$ cat src/hw/rtl/gnlms_pkg.sv
// gnlms_pkg: shared types and constants for the gated nlms ramp identifier
// holds config register codes, sequencer states and the control/status structs
// no dependencies

package gnlms_pkg;

    // fixed-point result width (q16.16)
    localparam int Q_W = 32;
    localparam logic [Q_W-1:0] Q_MAX = 32'h7FFF_FFFF;
    localparam logic [Q_W-1:0] Q_MIN = 32'h8000_0000;

    // configuration register widths and reset values
    localparam int ON_START_W   = 10;
    localparam int END_MARGIN_W = 10;
    localparam int EPOCH_LEN_W  = 11;
    localparam int CFG_DATA_W   = 11;
    localparam int CFG_IDX_W    = 2;

    localparam logic [ON_START_W-1:0]   ON_START_RST   = 10'd5;
    localparam logic [END_MARGIN_W-1:0] END_MARGIN_RST = 10'd5;
    localparam logic [EPOCH_LEN_W-1:0]  EPOCH_LEN_RST  = 11'd100;

    // fractional bits added when widening a q8.8 sample to q16.16
    localparam int SMP_SHIFT = 8;

    typedef enum logic [CFG_IDX_W-1:0] {
        CFG_ON_START     = 2'd0,
        CFG_END_MARGIN   = 2'd1,
        CFG_EPOCH_LENGTH = 2'd2
    } cfg_index_t;

    typedef enum logic [2:0] {
        S_IDLE,
        S_PRED,
        S_ERR,
        S_DEN,
        S_NUM,
        S_DIV,
        S_UPD,
        S_OUT
    } state_t;

    // operand selection of the shared multiplier
    typedef enum logic [1:0] {
        MUL_PRED,
        MUL_SQR,
        MUL_NUM
    } mul_sel_t;

    typedef struct packed {
        logic     load;
        logic     mul_en;
        mul_sel_t mul_sel;
        logic     err_en;
        logic     den_en;
        logic     div_init;
        logic     div_step;
        logic     upd_en;
        logic     out_load;
    } cmd_t;

    typedef struct packed {
        logic gated;
    } status_t;

endpackage

$ cat src/hw/rtl/gnlms_ctrl.sv
// gnlms_ctrl: sequencer for the gated nlms ramp identifier
// walks one gated transaction through multiply, divide and update steps
// depends on gnlms_pkg

module gnlms_ctrl import gnlms_pkg::*; #(
    parameter int DIV_ITERS = 21
) (
    input  logic    clk,
    input  logic    rst_n,
    input  logic    in_valid,
    output logic    in_ready,
    output logic    out_valid,
    input  logic    out_ready,
    input  status_t status,
    output cmd_t    cmd
);

    localparam int CNT_W = $clog2(DIV_ITERS);
    localparam logic [CNT_W-1:0] CNT_LAST = CNT_W'(DIV_ITERS - 1);

    state_t           state_reg, state_next;
    logic [CNT_W-1:0] cnt_reg, cnt_next;
    logic             out_valid_reg, out_valid_next;

    // next state
    always_comb
    begin
        state_next = state_reg;
        case (state_reg)
            S_IDLE:
            begin
                if (in_valid)
                begin
                    state_next = status.gated ? S_PRED : S_OUT;
                end
            end
            S_PRED: state_next = S_ERR;
            S_ERR:  state_next = S_DEN;
            S_DEN:  state_next = S_NUM;
            S_NUM:  state_next = S_DIV;
            S_DIV:
            begin
                if (cnt_reg == CNT_LAST)
                begin
                    state_next = S_UPD;
                end
            end
            S_UPD:  state_next = S_OUT;
            S_OUT:
            begin
                if (!out_valid_reg || out_ready)
                begin
                    state_next = S_IDLE;
                end
            end
            default: state_next = S_IDLE;
        endcase
    end

    // datapath commands
    always_comb
    begin
        cmd      = '0;
        in_ready = 1'b0;
        cmd.mul_sel = MUL_PRED;
        case (state_reg)
            S_IDLE:
            begin
                in_ready = 1'b1;
                cmd.load = in_valid;
            end
            S_PRED:
            begin
                cmd.mul_en  = 1'b1;
                cmd.mul_sel = MUL_PRED;
            end
            S_ERR:
            begin
                cmd.err_en  = 1'b1;
                cmd.mul_en  = 1'b1;
                cmd.mul_sel = MUL_SQR;
            end
            S_DEN:
            begin
                cmd.den_en  = 1'b1;
                cmd.mul_en  = 1'b1;
                cmd.mul_sel = MUL_NUM;
            end
            S_NUM:   cmd.div_init = 1'b1;
            S_DIV:   cmd.div_step = 1'b1;
            S_UPD:   cmd.upd_en   = 1'b1;
            S_OUT:   cmd.out_load = !out_valid_reg || out_ready;
            default: cmd.load     = 1'b0;
        endcase
    end

    // divide step counter
    always_comb
    begin
        cnt_next = cnt_reg;
        if (cmd.div_init)
        begin
            cnt_next = '0;
        end
        else if (cmd.div_step)
        begin
            cnt_next = cnt_reg + CNT_W'(1);
        end
    end

    // output valid flag
    always_comb
    begin
        out_valid_next = out_valid_reg;
        if (cmd.out_load)
        begin
            out_valid_next = 1'b1;
        end
        else if (out_ready)
        begin
            out_valid_next = 1'b0;
        end
    end

    always_ff @(posedge clk or negedge rst_n)
    begin
        if (!rst_n)
        begin
            state_reg     <= S_IDLE;
            cnt_reg       <= '0;
            out_valid_reg <= 1'b0;
        end
        else
        begin
            state_reg     <= state_next;
            cnt_reg       <= cnt_next;
            out_valid_reg <= out_valid_next;
        end
    end

    assign out_valid = out_valid_reg;

endmodule

$ cat src/hw/rtl/gnlms_dp.sv
// gnlms_dp: datapath for the gated nlms ramp identifier
// config registers, gate logic, shared multiplier, two-lane radix-4 divider, weights
// depends on gnlms_pkg

module gnlms_dp import gnlms_pkg::*; #(
    parameter int SAMPLE_WIDTH = 16,
    parameter int POS_WIDTH    = 10
) (
    input  logic                    clk,
    input  logic                    rst_n,
    input  logic                    cfg_we,
    input  logic [CFG_IDX_W-1:0]    cfg_index,
    input  logic [CFG_DATA_W-1:0]   cfg_data,
    input  logic [SAMPLE_WIDTH-1:0] sample,
    input  logic [POS_WIDTH-1:0]    edge_pos,
    input  cmd_t                    cmd,
    output status_t                 status,
    output logic [Q_W-1:0]          weight_offset,
    output logic [Q_W-1:0]          weight_slope,
    output logic [Q_W-1:0]          pred_error,
    output logic                    adapted,
    output logic                    epoch_done
);

    localparam int U1_W      = POS_WIDTH + 1;
    localparam int MUL_W     = Q_W + U1_W;
    localparam int SMP_W     = SAMPLE_WIDTH + SMP_SHIFT;
    localparam int DIFF_W    = ((MUL_W + 1 > SMP_W) ? MUL_W + 1 : SMP_W) + 1;
    localparam int DEN_W     = 2 * POS_WIDTH + 1;
    localparam int REM_W     = DEN_W + 1;
    localparam int NUM_W     = Q_W - 1 + POS_WIDTH;
    localparam int DIV_ITERS = (NUM_W + 1) / 2;
    localparam int DVD_W     = 2 * DIV_ITERS;
    localparam int SUM_W     = NUM_W + 2;
    localparam int CMP_W     = ((POS_WIDTH > EPOCH_LEN_W) ? POS_WIDTH : EPOCH_LEN_W) + 2;

    // configuration
    logic [ON_START_W-1:0]   on_start_reg;
    logic [END_MARGIN_W-1:0] end_margin_reg;
    logic [EPOCH_LEN_W-1:0]  epoch_len_reg;

    // persistent state
    logic [POS_WIDTH-1:0]  position_reg, position_next;
    logic [POS_WIDTH-1:0]  ref_pos_reg;
    logic signed [Q_W-1:0] w_off_reg, w_off_next;
    logic signed [Q_W-1:0] w_slp_reg, w_slp_next;

    // per-transaction registers
    logic                    gated_reg;
    logic                    last_reg;
    logic signed [U1_W-1:0]  u1_reg;
    logic signed [SMP_W-1:0] smp_reg;
    logic signed [MUL_W-1:0] prod_reg;
    logic signed [Q_W-1:0]   err_reg, err_next;
    logic [DEN_W-1:0]        den_reg;
    logic                    neg_reg [2];
    logic [REM_W-1:0]        rem_reg [2];
    logic [DVD_W-1:0]        dvd_reg [2];

    // output register
    logic [Q_W-1:0] out_off_reg, out_slp_reg, out_err_reg;
    logic           out_adapted_reg, out_done_reg;

    // gate and position logic
    logic [CMP_W-1:0]       pos_x, on_x, em_x, edge_x, el_x;
    logic                   gate_now, near_start, last_now;
    logic [POS_WIDTH-1:0]   ref_now;
    logic signed [U1_W-1:0] u1_now;

    assign pos_x  = CMP_W'(position_reg);
    assign on_x   = CMP_W'(on_start_reg);
    assign em_x   = CMP_W'(end_margin_reg);
    assign edge_x = CMP_W'(edge_pos);
    assign el_x   = CMP_W'(epoch_len_reg);

    assign gate_now   = (pos_x > on_x) && ((pos_x + em_x) < edge_x);
    assign near_start = pos_x <= (on_x + CMP_W'(2));
    assign last_now   = ((pos_x + CMP_W'(1)) >= el_x) || (&position_reg);
    assign ref_now    = (gate_now && near_start) ? position_reg : ref_pos_reg;
    assign u1_now     = U1_W'({1'b0, position_reg}) - U1_W'({1'b0, ref_now});

    assign position_next = last_now ? '0 : position_reg + POS_WIDTH'(1);
    assign status.gated  = gate_now;

    // config writes
    always_ff @(posedge clk or negedge rst_n)
    begin
        if (!rst_n)
        begin
            on_start_reg   <= ON_START_RST;
            end_margin_reg <= END_MARGIN_RST;
            epoch_len_reg  <= EPOCH_LEN_RST;
        end
        else if (cfg_we)
        begin
            case (cfg_index)
                CFG_ON_START:     on_start_reg   <= cfg_data[ON_START_W-1:0];
                CFG_END_MARGIN:   end_margin_reg <= cfg_data[END_MARGIN_W-1:0];
                CFG_EPOCH_LENGTH: epoch_len_reg  <= cfg_data[EPOCH_LEN_W-1:0];
                default:          on_start_reg   <= on_start_reg;
            endcase
        end
    end

    // shared 32 x u1 multiplier
    logic signed [Q_W-1:0]   mul_a;
    logic signed [MUL_W-1:0] mul_p;

    always_comb
    begin
        case (cmd.mul_sel)
            MUL_PRED: mul_a = w_slp_reg;
            MUL_SQR:  mul_a = {{(Q_W - U1_W){u1_reg[U1_W-1]}}, u1_reg};
            MUL_NUM:  mul_a = err_reg;
            default:  mul_a = w_slp_reg;
        endcase
    end

    assign mul_p = mul_a * u1_reg;

    // prediction error, saturated to q16.16
    logic signed [DIFF_W-1:0] smp_x, woff_x, prod_x, diff;
    logic [DIFF_W-Q_W:0]      diff_hi;

    assign smp_x   = smp_reg;
    assign woff_x  = w_off_reg;
    assign prod_x  = prod_reg;
    assign diff    = smp_x - (woff_x + prod_x);
    assign diff_hi = diff[DIFF_W-1:Q_W-1];

    always_comb
    begin
        if ((&diff_hi) || !(|diff_hi))
        begin
            err_next = diff[Q_W-1:0];
        end
        else
        begin
            err_next = diff[DIFF_W-1] ? Q_MIN : Q_MAX;
        end
    end

    // divider operand magnitudes
    logic [Q_W-1:0]   err_mag;
    logic [MUL_W-1:0] prod_abs;

    assign err_mag  = err_reg[Q_W-1] ? (Q_W'(0) - err_reg) : err_reg;
    assign prod_abs = prod_reg[MUL_W-1] ? (MUL_W'(0) - prod_reg) : prod_reg;

    // two restoring division steps per cycle on both lanes
    logic [REM_W-1:0] rem_step [2];
    logic [DVD_W-1:0] dvd_step [2];

    always_comb
    begin : div_lanes
        logic [REM_W-1:0] r;
        logic [DVD_W-1:0] d;
        logic [REM_W-1:0] t;
        for (int l = 0; l < 2; l++)
        begin
            r = rem_reg[l];
            d = dvd_reg[l];
            for (int s = 0; s < 2; s++)
            begin
                t = {r[REM_W-2:0], d[DVD_W-1]};
                d = {d[DVD_W-2:0], 1'b0};
                if (t >= {1'b0, den_reg})
                begin
                    t    = t - {1'b0, den_reg};
                    d[0] = 1'b1;
                end
                r = t;
            end
            rem_step[l] = r;
            dvd_step[l] = d;
        end
    end

    // weight update with saturation
    logic [SUM_W-1:0]        q_ext [2];
    logic [SUM_W-1:0]        q_sgn [2];
    logic signed [SUM_W-1:0] woff_s, wslp_s;
    logic [SUM_W-1:0]        sum_off, sum_slp;
    logic [SUM_W-Q_W:0]      off_hi, slp_hi;

    always_comb
    begin
        for (int l = 0; l < 2; l++)
        begin
            q_ext[l] = SUM_W'(dvd_reg[l][NUM_W-1:0]);
            q_sgn[l] = neg_reg[l] ? (SUM_W'(0) - q_ext[l]) : q_ext[l];
        end
    end

    assign woff_s  = w_off_reg;
    assign wslp_s  = w_slp_reg;
    assign sum_off = woff_s + q_sgn[0];
    assign sum_slp = wslp_s + q_sgn[1];
    assign off_hi  = sum_off[SUM_W-1:Q_W-1];
    assign slp_hi  = sum_slp[SUM_W-1:Q_W-1];

    always_comb
    begin
        if ((&off_hi) || !(|off_hi))
        begin
            w_off_next = sum_off[Q_W-1:0];
        end
        else
        begin
            w_off_next = sum_off[SUM_W-1] ? Q_MIN : Q_MAX;
        end
        if ((&slp_hi) || !(|slp_hi))
        begin
            w_slp_next = sum_slp[Q_W-1:0];
        end
        else
        begin
            w_slp_next = sum_slp[SUM_W-1] ? Q_MIN : Q_MAX;
        end
    end

    // state that survives across transactions
    always_ff @(posedge clk or negedge rst_n)
    begin
        if (!rst_n)
        begin
            position_reg <= '0;
            ref_pos_reg  <= '0;
            w_off_reg    <= '0;
            w_slp_reg    <= '0;
        end
        else
        begin
            if (cmd.load)
            begin
                position_reg <= position_next;
                ref_pos_reg  <= ref_now;
            end
            if (cmd.upd_en)
            begin
                w_off_reg <= w_off_next;
                w_slp_reg <= w_slp_next;
            end
        end
    end

    // per-transaction working registers
    always_ff @(posedge clk)
    begin
        if (cmd.load)
        begin
            gated_reg <= gate_now;
            last_reg  <= last_now;
            u1_reg    <= u1_now;
            smp_reg   <= {sample, SMP_SHIFT'(0)};
        end
        if (cmd.mul_en)
        begin
            prod_reg <= mul_p;
        end
        if (cmd.err_en)
        begin
            err_reg <= err_next;
        end
        if (cmd.den_en)
        begin
            den_reg <= prod_reg[DEN_W-1:0] + DEN_W'(1);
        end
        if (cmd.div_init)
        begin
            neg_reg[0] <= err_reg[Q_W-1];
            neg_reg[1] <= prod_reg[MUL_W-1];
            rem_reg[0] <= '0;
            rem_reg[1] <= '0;
            dvd_reg[0] <= DVD_W'(err_mag);
            dvd_reg[1] <= DVD_W'(prod_abs[NUM_W-1:0]);
        end
        else if (cmd.div_step)
        begin
            rem_reg[0] <= rem_step[0];
            rem_reg[1] <= rem_step[1];
            dvd_reg[0] <= dvd_step[0];
            dvd_reg[1] <= dvd_step[1];
        end
        if (cmd.out_load)
        begin
            out_off_reg     <= w_off_reg;
            out_slp_reg     <= w_slp_reg;
            out_err_reg     <= gated_reg ? err_reg : '0;
            out_adapted_reg <= gated_reg;
            out_done_reg    <= last_reg;
        end
    end

    assign weight_offset = out_off_reg;
    assign weight_slope  = out_slp_reg;
    assign pred_error    = out_err_reg;
    assign adapted       = out_adapted_reg;
    assign epoch_done    = out_done_reg;

endmodule

$ cat src/hw/rtl/gated_nlms_ramp_identifier.sv
// gated_nlms_ramp_identifier: top level of the gated two-weight nlms ramp fit
// joins the sequencer gnlms_ctrl and the datapath gnlms_dp
// depends on gnlms_pkg
//
//   channel | signals                                        | direction
//   --------+------------------------------------------------+----------
//   input   | in_valid, in_ready, sample, edge_pos           | in
//   output  | out_valid, out_ready, weight_offset,           | out
//           | weight_slope, pred_error, adapted, epoch_done  |
//   config  | cfg_we, cfg_index, cfg_data                    | in
//
// a sample outside the gate goes from acceptance straight to the output load
// a gated sample passes through prediction, error, denominator, numerator, divide and
// update steps; the radix-4 divider runs both weight increments side by side
// one transaction is in work at a time; in_ready returns once the result is registered
// a stalled output holds only the final load, the next sample is accepted meanwhile
// reset is asynchronous, active low: weights, position and reference go to zero

module gated_nlms_ramp_identifier import gnlms_pkg::*; #(
    parameter int SAMPLE_WIDTH = 16,
    parameter int POS_WIDTH    = 10
) (
    input  logic                    clk,
    input  logic                    rst_n,
    input  logic                    cfg_we,
    input  logic [CFG_IDX_W-1:0]    cfg_index,
    input  logic [CFG_DATA_W-1:0]   cfg_data,
    input  logic                    in_valid,
    output logic                    in_ready,
    input  logic [SAMPLE_WIDTH-1:0] sample,
    input  logic [POS_WIDTH-1:0]    edge_pos,
    output logic                    out_valid,
    input  logic                    out_ready,
    output logic [Q_W-1:0]          weight_offset,
    output logic [Q_W-1:0]          weight_slope,
    output logic [Q_W-1:0]          pred_error,
    output logic                    adapted,
    output logic                    epoch_done
);

    localparam int DIV_ITERS = (Q_W + POS_WIDTH) / 2;

    cmd_t    cmd;
    status_t status;

    // sequencer
    gnlms_ctrl #(
        .DIV_ITERS (DIV_ITERS)
    ) u_ctrl (
        .clk       (clk),
        .rst_n     (rst_n),
        .in_valid  (in_valid),
        .in_ready  (in_ready),
        .out_valid (out_valid),
        .out_ready (out_ready),
        .status    (status),
        .cmd       (cmd)
    );

    // datapath
    gnlms_dp #(
        .SAMPLE_WIDTH (SAMPLE_WIDTH),
        .POS_WIDTH    (POS_WIDTH)
    ) u_dp (
        .clk           (clk),
        .rst_n         (rst_n),
        .cfg_we        (cfg_we),
        .cfg_index     (cfg_index),
        .cfg_data      (cfg_data),
        .sample        (sample),
        .edge_pos      (edge_pos),
        .cmd           (cmd),
        .status        (status),
        .weight_offset (weight_offset),
        .weight_slope  (weight_slope),
        .pred_error    (pred_error),
        .adapted       (adapted),
        .epoch_done    (epoch_done)
    );

endmodule

$ cat config.mk
export PLATFORM = sky130hd
export DESIGN_NAME = gated_nlms_ramp_identifier
export DESIGN_NICKNAME = d
export VERILOG_FILES = /design/src/hw/rtl/gnlms_pkg.sv /design/src/hw/rtl/gnlms_ctrl.sv /design/src/hw/rtl/gnlms_dp.sv /design/src/hw/rtl/gated_nlms_ramp_identifier.sv
export SDC_FILE = /design/constraint.sdc
export NUM_CORES = 2
export LEC_CHECK = 0
export BUFFER_PORTS_ARGS = -buffer_cell sky130_fd_sc_hd__buf_2
export CORE_MARGIN = 1
export CORE_UTILIZATION = 65
export DETAILED_ROUTE_END_ITERATION = 16
export PLACE_DENSITY_LB_ADDON = 0.25
export SLEW_MARGIN = 0
export SYNTH_ARGS = -nofsm -noshare
export SYNTH_HDL_FRONTEND = slang
export SYNTH_SLANG_ARGS = --single-unit
$ cat constraint.sdc
create_clock -name clk -period 11.05 [get_ports clk]
set_input_delay 0.5525 -clock clk [delete_from_list [all_inputs] [get_ports clk]]
set_output_delay 0.5525 -clock clk [all_outputs]
set_load 0.01 [all_outputs]
---- Yosys cells after proc, flatten, opt, wreduce, memory -nomap -nowiden ----
Memory sizes are Yosys's and may differ from the RTL's.
Cells that the tools add are included.
operators by class
  add/subtract/negate cells ............... 19
  $mul .................................... 1
  order comparisons ....................... 8
  eq/ne operators ......................... 15
  muxes and demuxes ....................... 48
  bitwise operators ....................... 4
  reductions and logical operators ........ 26
operator list
  cell                   number
  $mux 32                7
  $ge 22x21->1           4
  $mux 22                4
  $add 43x43->43         2
  $mux 43                2
  $mux 42                2
  $sub 1x41->42 const A  2
  $pmux 32 s2            1
  $sub 24x44->45         1
  $add 32x43->44         1
  $sub 22x21->22         2
  $mul 32x11->43         1
  $mux 21                2
  $sub 21x21->21         2
  $mux 41                1
  $sub 1x41->41 const A  1
  $sub 1x32->32 const A  1
  $pmux 3 s8             1
  $reduce_and 12->1      2
  $reduce_or 12->1       2
  $add 21x1->21 const B  1
  $mux 10                2
  $mux 1                 19
  $reduce_and 14->1      1
  other kinds (32)       57
word-level totals
  register bits after elaboration ......... 347
  memory bits (writable) .................. 130
  input port bits ......................... 44
  output and inout port bits .............. 100
  word-level logic and storage cells ...... 146
  memories ................................ 3
memory list
  name          depth  width  read ports  clocked after Yosys merged registers in  wr ports  RTL line        text
  u_dp.dvd_reg  2      42     2           0                                        2         gnlms_dp.sv:58  logic [DVD_W-1:0] dvd_reg [2];
  u_dp.rem_reg  2      22     2           0                                        2         gnlms_dp.sv:57  logic [REM_W-1:0] rem_reg [2];
  u_dp.neg_reg  2      1      2           0                                        2         gnlms_dp.sv:56  logic neg_reg [2];

---- Logic depth before layout (Yosys ltp) ----
An unclocked memory read counts as a cell.
  word-level depth ........................ 8
  gate-level depth with buffers ........... 34
  depth with buffers taken out ............ 30

---- Cells and area by module ----
A second synthesis with hierarchy kept.
second synthesis, totals
  cell total of the unflattened synthesis .. 5,138
  area, all modules ....................... 47,815.9 um2
modules (own cells, without submodules)
  module      instances  cells an instance  area each (um2)  sequential area each (um2)
  gnlms_dp    1          5,069              47,221.5         13,426.6
  gnlms_ctrl  1          69                 594.3            225.2

---- Worst setup path after synthesis ----
OpenSTA, ideal clock, no wires.
  path kind ............................... flip-flop to flip-flop
  start ................................... register u_ctrl.state_reg[1]
  end ..................................... register u_dp.prod_reg[42] (data pin)
  setup time .............................. 0.259 ns
  arrival time ............................ 8.332 ns
  data required time ...................... 10.791 ns
  path slack .............................. 2.459 ns
  cell stages (with the launch flop) ...... 32
  buffers on the path ..................... 4
  clock period less this slack ............ 8.591 ns
  cell sequence ........................... dfrtp_1 -> clkbuf_1 -> and3_1 -> ha_1 -> clkbuf_1 -> a21o_1 -> clkbuf_1 -> a21oi_1 -> a21oi_1 -> clkbuf_1 -> nand2_1 -> fa_1 -> inv_1 -> fa_1 -> fa_1 -> fa_1 -> inv_1 -> fa_1 -> inv_1 -> ha_1 -> a21o_1 -> a21o_1 -> a2bb2oi_1 -> nand3_1 -> and3_1 -> a221oi_1 -> o21ai_0 -> a221o_1 -> a41oi_1 -> o21ai_0 -> a21oi_1 -> xnor2_1
between the ends
  word-level cells in the longest chain between the ends .. 5
  elaborated cells on any way between the ends .. 8
  those cells by class .................... mul (1); eq/ne (5); mux (2)
RTL lines
  element                                          RTL line           text
  from (decl)                                      gnlms_ctrl.sv:21   state_t state_reg, state_next;
  from (signal assigned)                           gnlms_ctrl.sv:135  state_reg <= state_next;
  $eq 3x2->1 / $eq 3x1->1 (equally long branches)  gnlms_ctrl.sv:66   case (state_reg)
  $pmux 3 s3 *                                     gnlms_ctrl.sv:66
  $eq 2x2->1 / $eq 2x1->1 (equally long branches)  gnlms_dp.sv:111    case (cmd.mul_sel)
  $pmux 32 s2 *                                    gnlms_dp.sv:111
  $mul 32x11->43 *                                 gnlms_dp.sv:119    assign mul_p = mul_a * u1_reg;
  named net u_dp.mul_p[42]                         gnlms_dp.sv:107    logic signed [MUL_W-1:0] mul_p;
  to (signal assigned)                             gnlms_dp.sv:259    prod_reg <= mul_p;
  to (decl)                                        gnlms_dp.sv:53     logic signed [MUL_W-1:0] prod_reg;
The timed path passes the listed nets; every way through them passes the cells marked *.
A chain may end at the register's enable or synchronous reset.

---- Worst setup path in the final report ----
  start ................................... register u_ctrl.state_reg[2]
  end ..................................... register u_dp.prod_reg[42] (data pin)
Same word-level chain as after synthesis.

==> results.cfg <==
[setup_path]
timing.rr.start = u_ctrl.state_reg[2]$_DFFE_PN0P_
crit_family = adder cells
reg2reg_slack_ps = 980
r2r_cells = 27
path_max_fanout = 32
crit_cells = 27
worstSetupStartpointType = register
arrival_ps = 10410
critPathLaunch = u_ctrl.state_reg[2]$_DFFE_PN0P_
cp.required_ps = 11390
worstSetupPathType = register to register
critPathCaptureType = register
cpPeakStageDelay_ps = 1040
r2r_end = u_dp.prod_reg[42]$_DFFE_PN_
crit_path_end = u_dp.prod_reg[42]$_DFFE_PN_
crit_buf_inv = 5
crit_slowest_cell = o21ai_0

[detailed_routing]
wl_per_cell_um = 21.5
viasPerCell = 6.27
drtIter0Drc = 3676
wirelength_um = 133000
drcViolationCount = 0
ant_nets = 0
vias = 38700
dr.pass1.iters = 6

[global_route]
grt_pass1_wl_um = 210000
antenna_found_initial = 9
grt_pass1_vias = 38400
overflow = 0
grt_max_degree = 75
grt.total_usage = 0.362

[clock_tree]
clockBufferDepth = 3
h-tree-depth = 2
cts_hold_buffers = 1
cts.reportedPaths.clkPinSlew_ps = 60
cts_made_buffers = 54
clk_latency_ps = 650
cts_resized = 0
cts_setup_buffers = 0
cts_tree = yes
cts-root-buf = clkbuf_16
cts.sinks = 475

[final_layout]
fin_nets = 5940
drive_gt1_frac = 0.0727
largest_register_ffs = 84
fin_util = 0.710
register_area_um2 = 13700
fill_cells = 5560
syn_to_final_growth_pct = 7.49
multiInputGateArea_um2 = 30800

[floorplanning]
io_pins = 144
initial_core_util = 0.660
rows = 98
die_w_um = 272
die_h_um = 272
die-area_um2 = 74100
placeableCoreArea_um2 = 71900

[synth]
ys_warn_count = 0
synth-seq-cells = 475
synth_edf_count = 351
synthFlopType = edfxtp_1
yosysSeqAreaShare = 0.288
syn_nets = 5882
syn-cell-area_um2 = 47400
synth_cell_types = 82
syn_inst = 5109
async_reset_ff_frac = 0.261
synth.avg_cell_area_um2 = 9.29

[hold_path]
hold_class = input port to register

[sta]
finalHoldViolCount = 0
timing.slew.headroom = 0.138
worst_pin_slew_ps = 1280
fin_crit_ps = 10070
fmax_mhz = 99.3
fin_setup_tns_ps = 0
skew_ps = 55.5
slew_viol_final = 0
rsz0062_at_grt = no
fin_crit_sh = 0.911
final-setup-viol-count = 0

[place]
hpwl_um = 101000
port_buffers = 143
gp_congestion = 1.01

[outcome]
status = complete, no violations

[job]
cap_violations = 0
-- worst min path at each step --
stage / start / slack [ps] / depth (start not counted) / end
floorplan: rst_n / 260 / 0 / u_ctrl.cnt_reg[0]$_DFFE_PN0P_
global placement: u_dp.last_reg$_DFFE_PP_ / 410 / 0 / u_dp.epoch_done$_DFFE_PP_
detailed placement: u_dp.last_reg$_DFFE_PP_ / 420 / 0 / u_dp.epoch_done$_DFFE_PP_
CTS: sample[15] / 50 / 1 / u_dp.smp_reg[23]$_DFFE_PP_
global route: sample[15] / 70 / 1 / u_dp.smp_reg[23]$_DFFE_PP_
finish: sample[15] / 80 / 1 / u_dp.smp_reg[23]$_DFFE_PP_
-- synth_stat cells, types with 140 or more instances --
library cell | instances | area share
xor2_1 | 140 | 0.026
o21ai_0 | 341 | 0.036
edfxtp_1 | 351 | 0.22
and2_1 | 174 | 0.023
a21oi_1 | 303 | 0.032
nand2_1 | 533 | 0.042
clkbuf_1 | 191 | 0.015
ha_1 | 379 | 0.10
inv_1 | 596 | 0.047
nor2_1 | 216 | 0.017
fa_1 | 350 | 0.15
xnor2_1 | 282 | 0.052
-- layer usage --
layer	vias to the layer above	GRT usage	share of wire
li1	17700	-	-
met3	322	0.0741	0.096
met2	1752	0.587	0.46
met5	-	0	0.00032
met4	6	0.130	0.039
met1	18800	0.482	0.40
-- logic make-up (layout without fill, tap and decap cells) --
logic type / Yosys count / after routing / share of synthesized area
xor+xnor: 422 / 422 / 0.0779
fa+ha+maj: 729 / 729 / 0.248
mux: 88 / 88 / 0.0196
buf+inv: 801 / 905 / 0.0636
other cells: 0 / 6 / 0
flops: 475 / 475 / 0.288
simple gates: 1405 / 1405 / 0.145
compound gates: 1189 / 1189 / 0.158
-- metrics by stage --
| step | setup slack, ps | area [µm²] | cells | hold WS (ps) |
|---|---|---|---|---|
| after floorplan | 2460 | 47400 | 5109 | 257 |
| after global placement | 1370 | 49100 | 6060 | 411 |
| after detailed placement | 1110 | 49100 | 6060 | 417 |
| after CTS | 1080 | 51000 | 6163 | 54.3 |
| after global routing | 317 | 51000 | 6163 | 69.3 |
| final | 983 | 51000 | 6169 | 80.9 |
-- layout by cell type, fill, tap and decap left out, types with 48 or more instances in the layout --
cell type and count:
a21o_1 135, fa_1 350, dfrtp_1 117, nand4_1 58, inv_1 594, clkbuf_16 54
edfxtp_1 351, xor2_1 140, a21oi_1 302, o21ai_0 341, nand3_1 77, nand2_1 531
buf_4 62, nor3_1 57, ha_1 379, buf_2 142, nor2_1 215, xnor2_1 282
and2_1 174, mux2i_1 48, nand2b_1 53
-- layout make-up --
type,instances,share of cell area
multi-input combinational,3833,0.605
sequential,475,0.268
inverter,597,0.0440
clock buffer,64,0.0278
timing repair buffer,206,0.0235
tap,950,0.0233
clock inverter,38,0.00844
antenna,6,0.000294
Power is not shown: default switching activity piles up to over one toggle a cycle in this logic, so the estimate is an artifact.
